<file path="config.mk">
export PLATFORM = sky130hd
export DESIGN_NAME = pol_cell
export DESIGN_NICKNAME = d
export VERILOG_FILES = /design/src/design/pol_pkg.sv /design/src/design/pol_cell.sv
export SDC_FILE = /design/constraint.sdc
export NUM_CORES = 1
export LEC_CHECK = 0
export ABC_AREA = 0
export BUFFER_PORTS_ARGS = -buffer_cell sky130_fd_sc_hd__buf_2
export CELL_PAD_IN_SITES_DETAIL_PLACEMENT = 2
export CELL_PAD_IN_SITES_GLOBAL_PLACEMENT = 2
export CORE_MARGIN = 5
export CORE_UTILIZATION = 19
export CTS_BUF_LIST = sky130_fd_sc_hd__clkbuf_8
export DETAILED_ROUTE_END_ITERATION = 16
export PLACE_DENSITY = 0.79
export REMOVE_ABC_BUFFERS = 1
export SYNTH_ARGS = -nofsm -noshare
export SYNTH_HDL_FRONTEND = slang
export SYNTH_SLANG_ARGS = --single-unit
</file>
<file path="constraint.sdc">
create_clock -name aclk -period 3.18 [get_ports aclk]
set_input_delay 0.159 -clock aclk [delete_from_list [all_inputs] [get_ports aclk]]
set_output_delay 0.159 -clock aclk [all_outputs]
set_load 0.005 [all_outputs]
</file>
<file path="src/design/pol_pkg.sv">
`timescale 1ns / 1ps

package pol_pkg;

    localparam int CAPACITY_DEF = 64;

    localparam int OP_W     = 3;
    localparam int VALUE_W  = 32;
    localparam int POS_W    = 7;
    localparam int STATUS_W = 2;
    localparam int COUNT_W  = 7;

    localparam logic [OP_W-1:0] OP_INS_FRONT = 3'd0;
    localparam logic [OP_W-1:0] OP_INS_BACK  = 3'd1;
    localparam logic [OP_W-1:0] OP_INS_POS   = 3'd2;
    localparam logic [OP_W-1:0] OP_DEL_FRONT = 3'd3;
    localparam logic [OP_W-1:0] OP_DEL_BACK  = 3'd4;
    localparam logic [OP_W-1:0] OP_DEL_POS   = 3'd5;

    localparam logic [STATUS_W-1:0] ST_DONE  = 2'd0;
    localparam logic [STATUS_W-1:0] ST_RANGE = 2'd1;
    localparam logic [STATUS_W-1:0] ST_EMPTY = 2'd2;
    localparam logic [STATUS_W-1:0] ST_FULL  = 2'd3;

    typedef struct packed {
        logic ins;
        logic del;
    } cell_cmd_t;

endpackage

</file>
<file path="src/design/pol_cell.sv">
`timescale 1ns / 1ps

module pol_cell #(
    parameter int IDX_W = 6,
    parameter int INDEX = 0
) (
    input  logic                                aclk,
    input  logic                                aresetn,
    input  pol_pkg::cell_cmd_t                  cmd,
    input  logic [IDX_W-1:0]                    idx,
    input  logic signed [pol_pkg::VALUE_W-1:0]  new_val,
    input  logic signed [pol_pkg::VALUE_W-1:0]  left_val,
    input  logic                                left_occ,
    input  logic signed [pol_pkg::VALUE_W-1:0]  right_val,
    input  logic                                right_occ,
    output logic signed [pol_pkg::VALUE_W-1:0]  val,
    output logic                                occ,
    output logic                                tail
);

    localparam logic [IDX_W-1:0] MY_IDX = IDX_W'(INDEX);

    logic signed [pol_pkg::VALUE_W-1:0] val_reg;
    logic                               occ_reg;

    // occupancy is a thermometer from the front
    always_ff @(posedge aclk) begin
        if (!aresetn) begin
            occ_reg <= 1'b0;
        end else if (cmd.ins) begin
            occ_reg <= occ_reg | left_occ;
        end else if (cmd.del) begin
            occ_reg <= right_occ;
        end
    end

    always_ff @(posedge aclk) begin
        if (cmd.ins) begin
            if (MY_IDX > idx) begin
                val_reg <= left_val;
            end else if (MY_IDX == idx) begin
                val_reg <= new_val;
            end
        end else if (cmd.del) begin
            if (MY_IDX >= idx) begin
                val_reg <= right_val;
            end
        end
    end

    assign val  = val_reg;
    assign occ  = occ_reg;
    assign tail = occ_reg & ~right_occ;

endmodule

</file>
Word-level counts from Yosys, hierarchy flattened
Cells that the tools add are included.
{"block": "totals", "regBits": 33, "latchBits": 0, "ramBits": 0, "romBits": 0, "n_memories": 0, "out_inout_bits": 34}
{"block": "op_classes", "bitwise": 3, "order_cmp": 2, "n_mul": 0, "n_addsub": 0, "n_eq_ne": 1, "muxes": 7, "n_reduce_logical": 4, "div": 0, "shifts": 0}
{"cell": "32-bit 2-to-1 mux", "n": 5}
{"cell": "1-bit by 6-bit >= comparator with 1-bit output (first input constant)", "n": 1}
{"cell": "1-bit by 6-bit > comparator with 1-bit output (first input constant)", "n": 1}
{"cell": "6-bit zero test", "n": 1}
{"cell": "2-bit nonzero test", "n": 2}
{"cell": "3-bit by 1-bit inequality test with 1-bit output (second input constant)", "n": 1}
{"cell": "3-bit AND reduction", "n": 1}
{"cell": "1-bit 2-to-1 mux", "n": 2}
{"cell": "1-bit AND", "n": 1}
{"cell": "1-bit inverter", "n": 1}
{"cell": "1-bit bitwise OR", "n": 1}

Longest topological paths before layout
Gate-level depths: netlist of run 1.
{"block": "logic_depth", "depth_word": 4, "mapped_depth": 4, "ltp_nobuf": 2}

Worst setup path before layout of run 1
No wires, ideal clock.
{"block": "synth_timing", "path_type": "input-to-reg", "from": "input idx[2]", "to": "register val_reg, in the netlist val[0], enable pin", "t_arrival_ps": 2530, "stages": 2, "slack_ps": 208, "setup_ps": 442, "n_path_buf": 0, "cell_sequence": "or4_4 > nor4_2"}
{"block": "synth_between", "elab_chain_len": 3, "word_cells_on_any_way": 6, "cone_classes": "order compare (2); eq/ne (1); reduce/logical (3)"}
{"item": "from (decl)", "line": "pol_cell.sv:10", "rtl": "input logic [IDX_W-1:0] idx,"}
{"item": "1-bit by 6-bit > comparator with 1-bit output, or another cell as far along", "line": "pol_cell.sv:39", "rtl": "if (MY_IDX > idx) begin"}
{"item": "3-bit by 1-bit inequality test with 1-bit output (no line) or 2-bit nonzero test (tied branches)"}
{"item": "3-bit AND reduction (no line) (*)"}
{"item": "to (signal assigned)", "line": "pol_cell.sv:40", "rtl": "val_reg <= left_val;"}
{"item": "to (signal assigned)", "line": "pol_cell.sv:42", "rtl": "val_reg <= new_val;"}
{"item": "to (signal assigned)", "line": "pol_cell.sv:46", "rtl": "val_reg <= right_val;"}
{"item": "to (decl)", "line": "pol_cell.sv:23", "rtl": "logic signed [pol_pkg::VALUE_W-1:0] val_reg;"}
Every way passes the cells marked *; elsewhere a longest branch is shown, timed or not.
A chain may end at the register's enable or synchronous reset.

Worst setup path in the final report of run 1
{"block": "layout_timing", "from": "input idx[2]", "to": "register val_reg, in the netlist val[9], enable pin"}
The elaborated chain is that of the path after synthesis.

==> results.md, run 1 <==
* Final wirelength at around 4200 um
* R2R Path End: occ$_SDFFE_PN0P_
* Leak at around 0.94 nW
* Worst vdd ir at around 0.00015 V
* Largest net degree at the start of global routing at 21
* GP Congestion at 0.675
* Final Hold Viols at 0
* Crit path kind: in -> reg
* Final Skew at 0 ns
* Layout Area Growth over Synthesis at 54.1%
* Type of origin of the critical path: primary input
* CP required at between 3 and 4 ns
* Wirelength per Cell at 14.5 um
* Cell Pwr Density at 411 nW/um2
* Pins Over Slew Limit at 0
* Core Box Area at about 7300 um2
* DRT antenna net count at 0
* Period minus WS final at 1.35 ns
* Register bit total from synthesis at 33
* Max-slew headroom at 0.690
* Fraction of layout cells with a size suffix above 1 at 0.797
* Commonest non-fill, non-tap cells in the layout: 109 x buf_2, 32 x mux2_2, 32 x edfxtp_1, 6 x clkbuf_8, 3 x buf_4
* Post-CTS Setup Inserts at 0
* All-layer global routing usage at 0.0897
* Chip height at 96.6 um
* Die width at slightly below 100 um
* Delay of the slowest critical-path stage at 0.53 ns
* First-iteration detailed-routing DRC count at 33
* Mapped cell area at 1420 um2
* Worst-path clk slew at around 0.060 ns
* First-pass GRT wire length at 6160 um
* Ordered list of cells on the worst path: buf_2, or4_4, nor4_4, buf_4
* Setup ws final at 1.83 ns
* Maxcap violations at 0
* Minimum hold slack at 0.127 ns
* Total global routing overflow at 0
* Setup tns final at 0 ns
* Worst Hold Class: in -> reg
* CTS root buf: clkbuf_8
* CTS Buf Count at 5
* Rows at 31
* Clock sink count at 33
* R2R Path Start: occ$_SDFFE_PN0P_
* RSZ-0062 raised after global routing: no
* DRT Pass-1 Iters at 3
* Syn Inst Count at 76
* Crit path from: idx[2]
* H-tree Lvls at 2
* PortBufs at 109
* Max reg flops at 32
* Worst-margin pin slew at about 0.47 ns
* Slowest cell on crit path: or4_4
* CTS Hold Bufs at 0
* Ys Warns at 0
* Pre-CTS setup slack at around 1.5 ns
* CP endpoint kind: flop
* Number of global-route vias before repair at between 1,000 and 1,500
* Most common cell after layout, fill and taps aside: buf_2
* Starting Density at 0.195
* Dpl cells at about 280
* Die ar. at 9330 um2
* # IOs at 142
* Vias per inst at 3.86
* Synth cell types at 11
* CTS tree: built
* Syn Area/Cell at 18.7 um2
* Worst EP arrival at 1.32 ns
* Layout Nets at 299
* Tcrit/Tclk final at 0.426
* Dpl hpwl at approximately 3600 um
* Inserted Diodes at 0
* Fillers at roughly 850
* Flop-to-flop setup slack at 2.54 ns
* Post-CTS Resized at 0
* Non-Filler Instances at 291
* Crit path capture: val[9]$_DFFE_PP_
* Max Clk Rate at 738 MHz
* Cells on worst reg2reg path at 1
* DRC viols at 0
* Sequential cell area fraction in the yosys report at 0.689
* CP max FO at 16
* CTS Buffer Depth at 2
* Initial antenna violation count at 0
* Outcome: finished clean
* Final setup violating endpoints at 0
* Vias at between 1,000 and 1,500
* Worst-Skew Late Latency at between 0.2 and 0.3 ns
[where the power goes]
group / switching, W / internal, W
logic: 0.0000352 / 0.0000679
registers: 0.00000155 / 0.000485
clock network: 0.000143 / 0.000170
[cells by family (layout without fill, tap and decap cells)]
kind of cell | count (synthesis) | in the layout | synth area share
AO/OA/AOI/OAI | 1 | 1 | 0.00791
buffers and inverters | 4 | 120 | 0.0141
flip-flops | 33 | 33 | 0.689
multiplexers | 33 | 33 | 0.261
AND/OR/NAND/NOR | 5 | 5 | 0.0281
[synth_stat cells]
| cell type | n | area [um2] |
|---|---|---|
| edfxtp_1 | 32 | 961 |
| o221a_2 | 1 | 11.3 |
| nor2_1 | 1 | 3.75 |
| mux2_1 | 1 | 11.3 |
| nor2b_1 | 1 | 6.26 |
| mux2_2 | 32 | 360 |
| nor4_2 | 1 | 12.5 |
| or4_4 | 1 | 11.3 |
| nand2b_1 | 1 | 6.26 |
| buf_2 | 4 | 20.0 |
| dfxtp_1 | 1 | 20.0 |
[routing by layer]
layer,share of wire,up-vias,track usage
li1,-,526,-
met1,0.35,530,0.0952
met2,0.52,62,0.157
met3,0.12,4,0.0449
met4,0.0073,0,0.0245
met5,0,-,0
[area by class of cell]
type | count | area, um2 | share of cell area
clock buffer | 6 | 82.6 | 0.0376
multi-input combinational | 39 | 432 | 0.197
timing repair buffer | 112 | 568 | 0.259
tap | 99 | 124 | 0.0564
clock inverter | 2 | 7.51 | 0.00342
sequential | 33 | 981 | 0.447
[through the flow]
step | instance area, um2 | util | power [W]
after global routing | 2190 | 0.301 | 0.000956
after global placement | 2100 | 0.289 | 0.000599
final | 2190 | 0.301 | 0.000903
after floorplan | 1400 | - | 0.000536
after CTS | 2190 | 0.301 | 0.000926
after detailed placement | 2100 | 0.289 | 0.000602
[worst min-delay path by stage]
stage / from / to / slack (ns) / cells after the start
finish: aresetn / occ$_SDFFE_PN0P_ / 0.13 / 2
global route: aresetn / occ$_SDFFE_PN0P_ / 0.11 / 2
CTS: aresetn / occ$_SDFFE_PN0P_ / 0.11 / 2
detailed placement: aresetn / occ$_SDFFE_PN0P_ / 0.42 / 2
global placement: aresetn / occ$_SDFFE_PN0P_ / 0.41 / 2
floorplan: aresetn / occ$_SDFFE_PN0P_ / 0.31 / 1
[critical path, delay by kind of cell]
| kind | cells | cell delay, ns |
|---|---|---|
| buffers and inverters | 2 | 0.39 |
| and+or+nand+nor | 2 | 0.76 |
Power figures use the tool's default switching activity.
==> inputs of run 2 (changes only) <==
--- a/config.mk
+++ b/config.mk
@@ -5,15 +5,15 @@
 export SDC_FILE = /design/constraint.sdc
 export NUM_CORES = 1
 export LEC_CHECK = 0
-export ABC_AREA = 0
+export ABC_AREA = 1
 export BUFFER_PORTS_ARGS = -buffer_cell sky130_fd_sc_hd__buf_2
 export CELL_PAD_IN_SITES_DETAIL_PLACEMENT = 2
 export CELL_PAD_IN_SITES_GLOBAL_PLACEMENT = 2
 export CORE_MARGIN = 5
-export CORE_UTILIZATION = 19
+export CORE_UTILIZATION = 17
 export CTS_BUF_LIST = sky130_fd_sc_hd__clkbuf_8
 export DETAILED_ROUTE_END_ITERATION = 16
-export PLACE_DENSITY = 0.79
+export PLACE_DENSITY = 0.78
 export REMOVE_ABC_BUFFERS = 1
 export SYNTH_ARGS = -nofsm -noshare
 export SYNTH_HDL_FRONTEND = slang
==> constraint.sdc (replaced) <==
create_clock -name aclk -period 1.2 [get_ports aclk]
set_input_delay 0.06 -clock aclk [delete_from_list [all_inputs] [get_ports aclk]]
set_output_delay 0.06 -clock aclk [all_outputs]
set_load 0.005 [all_outputs]
==> run 2 against run 1 <==
  * Core utilization is 4.2 points lower
  * Via count is 32% higher
  * Flip-flop and latch count stayed put
  * Worst hold slack worse by 0.10 ns
  * Setup slack worse by 1.6 ns
  * Sequential power grew to 2.6 times the previous value
  * Count of clock-buffer cells in the layout is 1 lower
  * Total power grew to 2.6 times the previous value
  * Die area is 16% higher
  * Final cell count is 29% higher
  * Sequential share of layout area is 1.0 points lower
  * Wire length is 21% higher
==> results.md, run 2 <==
* Outcome: finished clean
* Vias at around 1,500
* GP Congestion at 0.650
* Leak at 1.12 nW
* CTS root buf: clkbuf_8
* Worst hold endpoint: occ$_SDFFE_PN0P_
* Rows at 34
* Setup tns final at 0 ns
* R2R Path End: occ$_SDFFE_PN0P_
* Worst Hold Path Cells at 3
* Worst vdd ir at 0.000280 V
* # IOs at 142
* Flop-to-flop setup slack at roughly 0.62 ns
* R2R Path Start: occ$_SDFFE_PN0P_
* Worst-Skew Late Latency at about 0.28 ns
* DRT Pass-1 Iters at 4
* Syn Area/Cell at 9.77 um2
* Cell Pwr Density at 1060 nW/um2
* EDFF count, synth at 32
* Worst Hold Class: in -> reg
* Tcrit/Tclk final at 0.786
* PortBufs at 109
* CTS Buf Count at 5
* DRC viols at 0
* Max reg flops at 32
* Layout Nets at 375
* Synth area leader: edfxtp_1
* CP required at around 1.1 ns
* Max Clk Rate at 1060 MHz
* Final setup violating endpoints at 0
* CTS Buffer Depth at 2
* Final Cell Area at between 2000 and 2500 um2
* Pins Over Slew Limit at 0
* CTS Hold Bufs at 0
* Final Skew at 0 ns
* Dpl hpwl at approximately 4000 um
* Tot Pwr at 0.00239 W
* Synth async-reset ratio at 0
* Core Box Area at 8680 um2
* Type of origin of the critical path: flop
* Synth cell types at 14
* Crit path kind: reg -> out
* Worst-path clk slew at 0.07 ns
* Hold path startpoint: aresetn
* Worst-margin pin slew at 0.370 ns
* Die width at 104 um
* Register bit total from synthesis at 33
* Mapped cell area at 1500 um2
* First-pass GRT wire length at 8630 um
* CP endpoint kind: primary output
* Total global routing overflow at 0
* Top cells by area, synth: edfxtp_1 64%, nand2_1 25%, buf_6 3.0%
* Largest net degree at the start of global routing at 34
* Inserted Diodes at 0
* RSZ-0062 raised after global routing: no
* CP max FO at 2
* Chip height at 104 um
* Post-CTS Resized at 0
* Layout Area Growth over Synthesis at 49.4%
* Clock sink count at 33
* Worst EP arrival at 0.88 ns
* Fraction of layout cells with a size suffix above 1 at 0.463
* H-tree Lvls at 2
* Final wirelength at 5130 um
* Maxcap violations at 0
* All-layer global routing usage at 0.0978
* Cells on worst reg2reg path at 2
* Most common cell after layout, fill and taps aside: buf_2
* Cell with the most instances after synthesis: nand2_1
* Top FF cell, synth: edfxtp_1
* Max-slew headroom at 0.753
* Post-CTS Setup Inserts at 0
* Die ar. at 10,800 um2
* Area after DPL at 2170 um2
* First-iteration detailed-routing DRC count at 16
* Syn Inst Count at 154
* Yosys top cell area share at 0.639
* Number of global-route vias before repair at 1,738
* Setup ws final at 0.257 ns
* Commonest non-fill, non-tap cells in the layout: 109 x buf_2, 100 x nand2_1, 32 x edfxtp_1, 5 x clkbuf_8, 4 x inv_1
* Synth top cells by count: 100 x nand2_1, 32 x edfxtp_1, 4 x buf_6, 4 x inv_1
* CTS tree: built
* Wirelength per Cell at 13.7 um
* Pre-CTS setup slack at -0.0161 ns
* Initial antenna violation count at 0
* DRT antenna net count at 0
* Vias per inst at 3.93
* Sequential cell area fraction in the yosys report at 0.652
* Starting Density at 0.173
* Final Hold Viols at 0
* Ys Warns at 0
* Period minus WS final at 0.943 ns
[run 2: changes by cell type after synthesis, sizes merged, moves of 2 or more]
cell	change
nand2	+101
mux2	-33
inv	+6
buf	+3
nor2	+2
[run 2: metal layers]
layer | vias up | GRT usage | part of all wire | routed length [um]
li1 | 710 | - | - | -
met1 | 690 | 0.0980 | 0.38 | 1950
met2 | 73 | 0.180 | 0.52 | 2660
met3 | 5 | 0.0466 | 0.094 | 485
met4 | 0 | 0.0250 | 0.0070 | 36
met5 | - | 0 | 0 | 0
[run 2: final cells by class]
class | instances | area (um2)
tap | 108 | 135
multi-input combinational | 108 | 434
inverter | 6 | 27.5
clock buffer | 5 | 68.8
fill | 1023 | 6430
clock inverter | 3 | 12.5
sequential | 33 | 981
timing repair buffer | 113 | 588
[run 2: worst max path at each step]
stage / from / to / slack [ns] / cells after the start
finish: occ$_SDFFE_PN0P_ / tail / 0.26 / 3
global route: occ$_SDFFE_PN0P_ / tail / 0.17 / 3
CTS: occ$_SDFFE_PN0P_ / tail / 0.23 / 3
detailed placement: idx[3] / val[5]$_DFFE_PP_ / -0.02 / 4
global placement: idx[3] / val[10]$_DFFE_PP_ / -0.02 / 4
floorplan: idx[3] / val[0]$_DFFE_PP_ / -0.83 / 2
[run 2: report_power, final]
part	internal, W	switching, W
clock network	0.000391	0.000416
registers	0.00129	0.00000414
logic	0.000146	0.000149
total	0.00182	0.000570
[run 2: critical path: stages (launching register included)]
cell and delay [ns]:
dfxtp_1 0.34, inv_1 0.07, nor2_1 0.08, buf_2 0.12
[run 2: metrics by stage]
step / std cells / utilization / hold WS, ns
after floorplan: 147 / - / 0.151
after global placement: 368 / 0.250 / 0.304
after detailed placement: 368 / 0.250 / 0.323
after CTS: 376 / 0.259 / 0.0130
after global routing: 376 / 0.259 / 0.0160
final: 376 / 0.259 / 0.0247
[run 2: kinds of logic after synthesis]
kind of cell           Yosys count  share of synthesized area
flip-flops                      33                      0.652
AND/OR/NAND/NOR                107                      0.279
AO/OA/AOI/OAI                    1                    0.00582
buffers and inverters           13                     0.0632
